$ cat config.mk
export PLATFORM = sky130hd
export DESIGN_NAME = integer_ascii_formatter
export DESIGN_NICKNAME = d
export VERILOG_FILES = /design/src/hw/rtl/iaf_pkg.sv /design/src/hw/rtl/integer_ascii_formatter.sv /design/src/hw/rtl/iaf_seq.sv
export SDC_FILE = /design/constraint.sdc
export NUM_CORES = 1
export LEC_CHECK = 0
export BUFFER_PORTS_ARGS = -buffer_cell sky130_fd_sc_hd__clkbuf_2
export CAP_MARGIN = 20
export CORE_ASPECT_RATIO = 1.5
export CORE_MARGIN = 8
export CORE_UTILIZATION = 42
export DETAILED_ROUTE_END_ITERATION = 8
export GPL_TIMING_DRIVEN = 1
export PLACE_DENSITY = 0.66
export REMOVE_ABC_BUFFERS = 1
export SYNTH_ARGS = -nofsm -noshare
export SYNTH_HDL_FRONTEND = slang
export SYNTH_SLANG_ARGS = --single-unit
$ cat constraint.sdc
create_clock -name clk -period 13.6 [get_ports clk]
set_input_delay 0 -clock clk [delete_from_list [all_inputs] [get_ports clk]]
set_output_delay 0 -clock clk [all_outputs]
set_load 0.02 [all_outputs]
$ cat src/hw/rtl/iaf_pkg.sv
// types, microcode program and character helpers for the integer ascii formatter
`default_nettype none
package iaf_pkg;

	localparam int PcW = 4;
	localparam int CntW = 5;
	localparam int IterW = 5;

	// conversion codes
	localparam logic [2:0] OP_SDEC = 3'd0;
	localparam logic [2:0] OP_UDEC = 3'd1;
	localparam logic [2:0] OP_HEXL = 3'd2;
	localparam logic [2:0] OP_HEXU = 3'd3;
	localparam logic [2:0] OP_PTR = 3'd4;

	// sign flag codes
	localparam logic [1:0] SF_SPACE = 2'd1;
	localparam logic [1:0] SF_PLUS = 2'd2;

	localparam logic [CntW-1:0] DEC_DIGITS = 5'd10;
	localparam logic [CntW-1:0] HEX_DIGITS = 5'd16;
	localparam logic [IterW-1:0] DABBLE_LAST = 5'd31;

	// emit kinds
	localparam logic [1:0] E_NONE = 2'd0;
	localparam logic [1:0] E_CONST = 2'd1;
	localparam logic [1:0] E_SIGN = 2'd2;
	localparam logic [1:0] E_DIGIT = 2'd3;

	// datapath operations
	localparam logic [1:0] DP_NONE = 2'd0;
	localparam logic [1:0] DP_DABBLE = 2'd1;
	localparam logic [1:0] DP_SKIP = 2'd2;
	localparam logic [1:0] DP_SHIFT = 2'd3;

	// branch conditions
	localparam logic [2:0] C_ALWAYS = 3'd0;
	localparam logic [2:0] C_INPUT = 3'd1;
	localparam logic [2:0] C_ITER_MORE = 3'd2;
	localparam logic [2:0] C_SKIP = 3'd3;
	localparam logic [2:0] C_MORE = 3'd4;
	localparam logic [2:0] C_ZERO = 3'd5;

	// program addresses
	localparam logic [PcW-1:0] A_FETCH = 4'd0;
	localparam logic [PcW-1:0] A_DABBLE = 4'd1;
	localparam logic [PcW-1:0] A_SIGN = 4'd2;
	localparam logic [PcW-1:0] A_SKIP = 4'd3;
	localparam logic [PcW-1:0] A_DIGIT = 4'd4;
	localparam logic [PcW-1:0] A_PTR = 4'd5;
	localparam logic [PcW-1:0] A_PTR_0 = 4'd6;
	localparam logic [PcW-1:0] A_PTR_X = 4'd7;
	localparam logic [PcW-1:0] A_NIL_0 = 4'd8;
	localparam logic [PcW-1:0] A_NIL_1 = 4'd9;
	localparam logic [PcW-1:0] A_NIL_2 = 4'd10;
	localparam logic [PcW-1:0] A_NIL_3 = 4'd11;
	localparam logic [PcW-1:0] A_NIL_4 = 4'd12;

	typedef struct packed {
		logic [1:0]     emit;
		logic [7:0]     chr;
		logic           last;
		logic [1:0]     dp;
		logic [2:0]     cond;
		logic [PcW-1:0] target;
		logic [PcW-1:0] alt;
	} ctl_t;

	typedef struct packed {
		logic       in_valid;
		logic [2:0] op;
		logic       iter_last;
		logic       skip;
		logic       more;
		logic       val_zero;
		logic       out_free;
		logic       pre_v;
	} stat_t;

	typedef struct packed {
		logic       accept;
		logic       go;
		logic       emit_act;
		logic [1:0] emit;
		logic [7:0] chr;
		logic       last;
		logic [1:0] dp;
	} cmd_t;

	function automatic ctl_t mkw(input logic [1:0] emit, input logic [7:0] chr,
		input logic last, input logic [1:0] dp, input logic [2:0] cond,
		input logic [PcW-1:0] target, input logic [PcW-1:0] alt);
		ctl_t w;
		w.emit = emit;
		w.chr = chr;
		w.last = last;
		w.dp = dp;
		w.cond = cond;
		w.target = target;
		w.alt = alt;
		return w;
	endfunction

	// control store
	function automatic ctl_t ucode(input logic [PcW-1:0] a);
		ctl_t w;
		case (a)
			A_FETCH:  w = mkw(E_NONE, 8'h00, 1'b0, DP_NONE, C_INPUT, A_FETCH, A_FETCH);
			A_DABBLE: w = mkw(E_NONE, 8'h00, 1'b0, DP_DABBLE, C_ITER_MORE, A_DABBLE, A_SIGN);
			A_SIGN:   w = mkw(E_SIGN, 8'h00, 1'b0, DP_NONE, C_ALWAYS, A_SKIP, A_SKIP);
			A_SKIP:   w = mkw(E_NONE, 8'h00, 1'b0, DP_SKIP, C_SKIP, A_SKIP, A_DIGIT);
			A_DIGIT:  w = mkw(E_DIGIT, 8'h00, 1'b0, DP_SHIFT, C_MORE, A_DIGIT, A_FETCH);
			A_PTR:    w = mkw(E_NONE, 8'h00, 1'b0, DP_NONE, C_ZERO, A_NIL_0, A_PTR_0);
			A_PTR_0:  w = mkw(E_CONST, 8'h30, 1'b0, DP_NONE, C_ALWAYS, A_PTR_X, A_PTR_X);
			A_PTR_X:  w = mkw(E_CONST, 8'h78, 1'b0, DP_NONE, C_ALWAYS, A_SKIP, A_SKIP);
			A_NIL_0:  w = mkw(E_CONST, 8'h28, 1'b0, DP_NONE, C_ALWAYS, A_NIL_1, A_NIL_1);
			A_NIL_1:  w = mkw(E_CONST, 8'h6e, 1'b0, DP_NONE, C_ALWAYS, A_NIL_2, A_NIL_2);
			A_NIL_2:  w = mkw(E_CONST, 8'h69, 1'b0, DP_NONE, C_ALWAYS, A_NIL_3, A_NIL_3);
			A_NIL_3:  w = mkw(E_CONST, 8'h6c, 1'b0, DP_NONE, C_ALWAYS, A_NIL_4, A_NIL_4);
			A_NIL_4:  w = mkw(E_CONST, 8'h29, 1'b1, DP_NONE, C_ALWAYS, A_FETCH, A_FETCH);
			default:  w = mkw(E_NONE, 8'h00, 1'b0, DP_NONE, C_ALWAYS, A_FETCH, A_FETCH);
		endcase
		return w;
	endfunction

	function automatic logic [7:0] digit_char(input logic [3:0] d, input logic up);
		logic [7:0] r;
		if (d < 4'd10) begin
			r = 8'h30 + {4'b0, d};
		end else begin
			r = (up ? 8'h41 : 8'h61) + {4'b0, d} - 8'd10;
		end
		return r;
	endfunction

endpackage
`default_nettype wire

$ cat src/hw/rtl/integer_ascii_formatter.sv
// integer ascii formatter: digit datapath, output register and sequencer instance
// steps: an accept step, then decimal codes run the shift-add-3 loop over the 32 low input bits,
// a sign step, the skip loop over leading zero digits and the digit loop that emits each character;
// hex codes go straight to the skip loop, and pointer codes emit "0x" or "(nil)" first
// throughput: one item in work at a time; the next input transfer is taken in the fetch step
// after the last character is in the output register; each character step waits while the
// output register is full. reset clears the step counter and the output valid
`default_nettype none
module integer_ascii_formatter
	import iaf_pkg::*;
(
	input  wire         clk,
	input  wire         arst_n,
	input  wire         s_tvalid,
	output logic        s_tready,
	input  wire  [63:0] s_tdata,   // [63:0] value
	input  wire  [4:0]  s_tuser,   // [2:0] operation, [4:3] sign_flag
	output logic        m_tvalid,
	input  wire         m_tready,
	output logic [7:0]  m_tdata,   // [7:0] character
	output logic        m_tlast
);

	stat_t stat;
	cmd_t  cmd;
	logic  fetch;

	logic [63:0]      dig_q;
	logic [31:0]      bin_q;
	logic [CntW-1:0]  cnt_q;
	logic [IterW-1:0] it_q;
	logic             upper_q;
	logic [7:0]       pre_q;
	logic             pre_v_q;
	logic             m_tvalid_q;
	logic [7:0]       m_tdata_q;
	logic             m_tlast_q;

	logic [2:0]  in_op;
	logic [1:0]  in_flag;
	logic [31:0] low;
	logic        neg;
	logic [39:0] bcd_adj;
	logic        emit_fire;
	logic [7:0]  emit_chr;
	logic        emit_last;

	assign in_op = s_tuser[2:0];
	assign in_flag = s_tuser[4:3];
	assign low = s_tdata[31:0];
	assign neg = (in_op == OP_SDEC) && low[31];

	assign stat.in_valid = s_tvalid;
	assign stat.op = in_op;
	assign stat.iter_last = (it_q == DABBLE_LAST);
	assign stat.skip = (dig_q[63:60] == 4'd0) && (cnt_q > 5'd1);
	assign stat.more = (cnt_q != 5'd1);
	assign stat.val_zero = (dig_q == 64'd0);
	assign stat.out_free = !m_tvalid_q || m_tready;
	assign stat.pre_v = pre_v_q;

	iaf_seq u_seq (
		.clk    (clk),
		.arst_n (arst_n),
		.stat   (stat),
		.fetch  (fetch),
		.cmd    (cmd)
	);

	assign s_tready = fetch;

	// add 3 to every bcd digit of 5 or more before the shift
	always_comb begin
		for (int i = 0; i < 10; i++) begin
			if (dig_q[24+4*i +: 4] >= 4'd5) begin
				bcd_adj[4*i +: 4] = dig_q[24+4*i +: 4] + 4'd3;
			end else begin
				bcd_adj[4*i +: 4] = dig_q[24+4*i +: 4];
			end
		end
	end

	always_ff @(posedge clk) begin
		if (cmd.accept) begin
			if (in_op == OP_SDEC || in_op == OP_UDEC) begin
				dig_q <= 64'd0;
				cnt_q <= DEC_DIGITS;
			end else begin
				dig_q <= s_tdata;
				cnt_q <= HEX_DIGITS;
			end
			bin_q <= neg ? (32'd0 - low) : low;
			it_q <= '0;
			upper_q <= (in_op == OP_HEXU);
			pre_v_q <= neg || ((in_op == OP_SDEC) && (low != 32'd0) &&
				(in_flag == SF_SPACE || in_flag == SF_PLUS));
			if (neg) begin
				pre_q <= 8'h2d;
			end else if (in_flag == SF_SPACE) begin
				pre_q <= 8'h20;
			end else begin
				pre_q <= 8'h2b;
			end
		end else if (cmd.go) begin
			case (cmd.dp)
				DP_DABBLE: begin
					dig_q[63:24] <= {bcd_adj[38:0], bin_q[31]};
					bin_q <= {bin_q[30:0], 1'b0};
					it_q <= it_q + 5'd1;
				end
				DP_SKIP: begin
					if (stat.skip) begin
						dig_q <= {dig_q[59:0], 4'd0};
						cnt_q <= cnt_q - 5'd1;
					end
				end
				DP_SHIFT: begin
					dig_q <= {dig_q[59:0], 4'd0};
					cnt_q <= cnt_q - 5'd1;
				end
				default: begin
				end
			endcase
		end
	end

	assign emit_fire = cmd.go && cmd.emit_act;

	always_comb begin
		case (cmd.emit)
			E_SIGN: begin
				emit_chr = pre_q;
				emit_last = 1'b0;
			end
			E_DIGIT: begin
				emit_chr = digit_char(dig_q[63:60], upper_q);
				emit_last = (cnt_q == 5'd1);
			end
			default: begin
				emit_chr = cmd.chr;
				emit_last = cmd.last;
			end
		endcase
	end

	always_ff @(posedge clk or negedge arst_n) begin
		if (!arst_n) begin
			m_tvalid_q <= 1'b0;
		end else if (emit_fire) begin
			m_tvalid_q <= 1'b1;
		end else if (m_tready) begin
			m_tvalid_q <= 1'b0;
		end
	end

	always_ff @(posedge clk) begin
		if (emit_fire) begin
			m_tdata_q <= emit_chr;
			m_tlast_q <= emit_last;
		end
	end

	assign m_tvalid = m_tvalid_q;
	assign m_tdata = m_tdata_q;
	assign m_tlast = m_tlast_q;

endmodule
`default_nettype wire

$ cat src/hw/rtl/iaf_seq.sv
// microcode sequencer: step counter, control store and branch logic
`default_nettype none
module iaf_seq
	import iaf_pkg::*;
(
	input  wire   clk,
	input  wire   arst_n,
	input  stat_t stat,
	output logic  fetch,
	output cmd_t  cmd
);

	logic [PcW-1:0] pc_q;
	logic [PcW-1:0] pc_nxt;
	logic [PcW-1:0] disp;
	ctl_t           w;
	logic           cond_t;
	logic           emit_act;
	logic           go;

	assign w = ucode(pc_q);
	assign fetch = (pc_q == A_FETCH);

	always_comb begin
		case (stat.op)
			OP_SDEC, OP_UDEC: disp = A_DABBLE;
			OP_HEXL, OP_HEXU: disp = A_SKIP;
			OP_PTR:           disp = A_PTR;
			default:          disp = A_FETCH;
		endcase
	end

	always_comb begin
		case (w.cond)
			C_ALWAYS:    cond_t = 1'b1;
			C_INPUT:     cond_t = stat.in_valid;
			C_ITER_MORE: cond_t = !stat.iter_last;
			C_SKIP:      cond_t = stat.skip;
			C_MORE:      cond_t = stat.more;
			C_ZERO:      cond_t = stat.val_zero;
			default:     cond_t = 1'b0;
		endcase
	end

	// a step that emits waits for room in the output register
	assign emit_act = (w.emit == E_CONST) || (w.emit == E_DIGIT) ||
		((w.emit == E_SIGN) && stat.pre_v);
	assign go = (w.cond == C_INPUT) ? stat.in_valid : (!emit_act || stat.out_free);

	always_comb begin
		if (!go) begin
			pc_nxt = pc_q;
		end else if (w.cond == C_INPUT) begin
			pc_nxt = disp;
		end else begin
			pc_nxt = cond_t ? w.target : w.alt;
		end
	end

	always_ff @(posedge clk or negedge arst_n) begin
		if (!arst_n) begin
			pc_q <= A_FETCH;
		end else begin
			pc_q <= pc_nxt;
		end
	end

	assign cmd.accept = fetch && stat.in_valid;
	assign cmd.go = go;
	assign cmd.emit_act = emit_act;
	assign cmd.emit = w.emit;
	assign cmd.chr = w.chr;
	assign cmd.last = w.last;
	assign cmd.dp = w.dp;

endmodule
`default_nettype wire

# == Word level (Yosys, flattened, before mapping) ==
# Memory sizes are Yosys's and may differ from the RTL's.
# Cells that the tools add are included.
# totals
reg_bits,130
rom_bits,368
inputBits,73
out_inout_bits,11
memories,1
# op_classes
n_addsub,16
magnitude_cmp,12
n_eq_ne,21
n_mux,37
n_reduce_logical,34
# mem_list
memory,depth,width,read_ports,rd_clocked_by_memory_dff,wr,line,text
(name not given),16,23,1,0,0,iaf_pkg.sv:107,case (a)
# op_table
cell,n
2-to-1 mux 64 bit,4
2-to-1 mux 32 bit,4
one-hot mux 40 bit (3 select lines),1
zero test 64 bit,1
2-to-1 mux 4 bit,12
one-hot mux 24 bit (2 select lines),1
">= comparator 4 x 3 -> 1 bit, second input constant",10
"adder 4 x 2 -> 4 bit, second input constant",9
nonzero test 32 bit,1
"subtractor 1 x 32 -> 32 bit, first input constant",1
2-to-1 mux 5 bit,4
one-hot mux 8 bit (2 select lines),1
"== test 3 x 2 -> 1 bit, second input constant",4
"== test 2 bit, second input constant",5
one-hot mux 5 bit (2 select lines),1
"== test 3 bit, second input constant",3
one-hot mux 3 bit (3 select lines),1
adder 7 x 4 -> 8 bit,1
zero test 4 bit,2
2-to-1 mux 8 bit,1
"subtractor 8 x 4 -> 8 bit, second input constant",1
"adder 6 x 4 -> 7 bit, first input constant",1
logical AND 1 bit,7
logical OR 1 bit,7
other kinds (24),37

# == Depth between registers and ports, before layout ==
# An unclocked memory read counts as a cell.
# logic_depth
depth_word,9
mapped_depth,15
depth_no_buf,12

# == Hierarchy ==
# A second synthesis with hierarchy kept.
# unflattened
hier_cells,876
area_unflattened_um2,8444.3
# by_module_without_submodules
module,n_inst,cells_per_inst,area_each_um2
integer_ascii_formatter,1,778,7772.5
iaf_seq,1,98,671.9

# == Worst setup path before layout ==
# No wires, ideal clock.
# synth_timing
path_type,register -> register
from,reg u_seq.pc_q[0]
to,"reg dig_q[24], enable pin"
arrival_ns,4.780
setup_slack_ns,8.328
path_stages_with_launch,8
n_path_buf,0
period_less_slack_ns,5.272
cell_sequence,dfrtp_1 -> inv_2 -> ha_1 -> or3_4 -> a21o_1 -> a31oi_1 -> nand2_1 -> o21ai_0
# synth_via
elab_chain_len,9
word_cells_on_any_way,20
cone_classes,8 x eq/ne; 1 x mux; 10 x reduce/logical; 1 x memory
# synth_rtl
item,line,text
from (decl),iaf_seq.sv:13,logic [PcW-1:0] pc_q;
from (signal assigned),iaf_seq.sv:64,pc_q <= pc_nxt;
memory (16 x 23 bit),n/a,
== test 2 x 1 -> 1 bit (tied with other cells),iaf_seq.sv:46,assign emit_act = (w.emit == E_CONST) || (w.emit == E_DIGIT) ||
logical OR 1 bit or logical AND 1 bit (tied branches),"iaf_seq.sv:46, iaf_seq.sv:47",
logical OR 1 bit,iaf_seq.sv:46,
zero test 1 bit,iaf_seq.sv:48,assign go = (w.cond == C_INPUT) ? stat.in_valid : (!emit_act || stat.out_free);
logical OR 1 bit,iaf_seq.sv:48,
2-to-1 mux 1 bit,iaf_seq.sv:48,
nonzero test 2 bit (no source line),n/a,
AND reduction 3 bit (no source line) *,n/a,
to (signal assigned),integer_ascii_formatter.sv:107,"dig_q[63:24] <= {bcd_adj[38:0], bin_q[31]};"
to (signal assigned),integer_ascii_formatter.sv:113,"dig_q <= {dig_q[59:0], 4'd0};"
to (signal assigned),integer_ascii_formatter.sv:118,"dig_q <= {dig_q[59:0], 4'd0};"
to (decl),integer_ascii_formatter.sv:28,logic [63:0] dig_q;
# Every way passes the cells marked *; elsewhere a longest branch is shown, timed or not.
# A chain may end at the register's enable or synchronous reset.

# == Worst setup path after layout ==
# layout_timing
from,reg u_seq.pc_q[1]
to,"reg dig_q[36], enable pin"
# Same word-level chain as after synthesis.

==> impl_metrics.ini <==
[sta]
hold_violations = 0
finalSetupViolCount = 0
final_max_slew_viol_count = 0
worst-slew-pin-transition_ps = 784
fin_worst_skew_ps = 9.95
period_minus_slack_ps = 3400
rsz0062_at_grt = no
slew_headroom_pct = 47.7
clock.fmax_mhz = 294
setup_tns_ps = 0
hold_ws_ps = 21.6
period_share_pct = 25.0

[finish]
final_common_cell = edfxtp_1
n_antenna_cell = 0
fillers = 1687
drive_gt1_share_pct = 13.8
layout_common_cells = 114 x edfxtp_1, 109 x nand2_1, 90 x o21ai_0
syn2layout_area_growth_pct = 23.9
regArea_mm2 = 0.00365
final_nets = 1097
multiInputGateArea_mm2 = 0.00403

[synth]
synthArstFlopShare_pct = 4.03
synth_cells = 843
ys_warn_count = 0
synth_area_mm2 = 0.00797
synth-seq-cells = 124
synth-seq-area-share_pct = 45.8
synth_area_leaders = edfxtp_1 43%, ha_1 6.9%, o21ai_0 5.8%
synth_top_area_share_pct = 43.0
synth.distinct_cells = 68
synth_edf_count = 114
syn_avg_cell_area_um2 = 9.45
yosysTopAreaCell = edfxtp_1
synth_ff_type = edfxtp_1

[clocking]
postCtsSetupRepairBufs = 0
htree_levels = 4
cts_sinks = 124
cts_inserted_buffers = 17
clockBufferDepth = 2
cts_root_buf = clkbuf_16
path_clk_slew_ps = 60
clk_latency_ps = 430
cts_tree = built

[power]
leakage_uw = 0.00381
ir_worst_vdd_mv = 0.173
power.density_mw_per_mm2 = 261

[setup_path]
r2r_cells = 8
critPathSlowestCell = dfrtp_1
worstSetupPathType = reg2reg
path_max_fanout = 40
reg2reg_from = u_seq.pc_q[1]$_DFFE_PN0P_
cp_cell_sequence = inv_1, ha_1, or3_4, a21o_1, a31oi_1, nand2_1, o21ai_4, buf_4
endpoint = dig_q[36]$_DFFE_PP_
start_kind = register
required_ps = 13660
reg2reg_setup_slack_ps = 10200
crit_arrival_ps = 3460
crit_path_start = u_seq.pc_q[1]$_DFFE_PN0P_
cp-end-kind = register
cp_slowest_stage_delay_ps = 520
timing.rr.end = dig_q[36]$_DFFE_PP_

[place]
port_buffers = 82
place_hpwl_um = 14600
routabilityCongestion = 0.875

[global_route]
grtUsageTotal_pct = 17.9
grt_max_degree = 77
grt_overflow_total = 0
grt_pass1_vias = 6782
antenna_found_initial = 0
grt_pass1_wl_um = 33300

[run_status]
status = finished clean

[routing]
drt_first_iter_violations = 413
viasPerCell = 5.38
drtPass1Iterations = 5
drt_wl_total_um = 20800
drc_errors = 0
vias = 6704
route.detailed.wl_per_inst_um = 16.7
ant_nets = 0

[floorplan]
die_area_mm2 = 0.0237
die_h_um = 185
coreArea_mm2 = 0.0185
top_level_ports = 84
initial_core_util_pct = 43.0
die_x_um = 128
rows = 61

[run]
cap_viol_max_count = 0

[worst_hold_path]
holdCritPathClass = in2reg
worstHoldStart = s_tdata[3]
-- cell families (layout without fill, tap and decap cells) --
family / count (synthesis) / in the layout / share of synthesized area (%)
simple gates: 278 / 278 / 16.9
compound gates: 266 / 266 / 20.7
flops: 124 / 124 / 45.8
buf+inv: 79 / 229 / 4.00
xor+xnor: 45 / 45 / 4.95
fa+ha+maj: 44 / 44 / 6.91
mux: 6 / 6 / 0.769
other cells: 1 / 1 / 0.0471
-- where the power goes --
part	switching [uW]	leakage [uW]	total (uW)	internal (uW)
combinational	713	0.00236	1170	462
sequential	167	0.00119	957	789
clock	177	0.000266	446	269
-- critical path: cells and delay by family, from the launching register on --
kind	cells	cell delay (ps)
adder cells (fa/ha/maj)	1	370
AND/OR/NAND/NOR	2	640
AO/OA/AOI/OAI	3	820
flip-flops	1	520
buffers and inverters	2	660
-- how the worst min path moves through the flow --
stage,to,slack (ps),depth (start not counted)
after detailed placement,m_tvalid$_DFFE_PN0P_,-160,1
after CTS,dig_q[3]$_SDFFCE_PP0P_,2,3
after floorplan,m_tvalid$_DFFE_PN0P_,-300,0
after global routing,dig_q[3]$_SDFFCE_PP0P_,20,3
after global placement,m_tvalid$_DFFE_PN0P_,-160,1
final,dig_q[3]$_SDFFCE_PP0P_,20,3
-- synth_stat cells, drive strengths merged (4+ instances only) --
cell / instances
o21ai: 92
nor2: 63
a21oi: 83
xnor2: 32
clkbuf: 32
xor2: 13
edfxtp: 114
o2111ai: 4
nor3b: 9
a31oi: 13
dfrtp: 5
mux2i: 5
a22oi: 4
nand2b: 14
o31ai: 4
nand4b: 4
o21bai: 5
a211oi: 7
nor2b: 8
ha: 44
and2: 5
dfxtp: 5
a22o: 28
nand2: 110
inv: 38
nand3: 7
nor4: 14
nor3: 21
buf: 8
-- layer usage --
layer	up-vias	routed length (um)	global-route usage, %
li1	3356	-	-
met1	3155	8340	18.8
met2	155	11100	32.9
met3	38	800	4.28
met4	0	584	7.83
met5	-	0	0
-- layout make-up --
cell class | count | area share, %
well taps | 252 | 3.19
multi-input cells | 640 | 40.8
repair buffers | 158 | 11.8
clock buffers | 18 | 4.35
inverters | 39 | 1.48
flip-flops and latches | 124 | 36.9
clock inverters | 14 | 1.48
-- sequential cells by signal (all words and copies together) (netlist names) --
name	count
upper_q	1
m_tdata	7
u_seq.pc_q	4
pre_v_q	1
pre_q	3
m_tlast	1
bin_q	32
dig_q	64
m_tvalid	1
it_q	5
cnt_q	5
-- stage by stage --
step	total power (uW)	util (%)	instances	instance area [um2]	setup WS (ps)
after global placement	2090	46.4	1144	8600	10300
final	2580	53.3	1245	9880	10200
after CTS	2580	53.1	1244	9860	10210
after global routing	2770	53.3	1245	9880	9940
after floorplan	1780	-	803	7800	8120
after detailed placement	2120	46.4	1144	8600	10240
-- what timing repair did --
item	in CTS	in global routing
hold endpoints to repair	79	0
hold buffers	68	0
gates resized for setup	0	0
No activity file was read; power rests on OpenSTA's default activity.
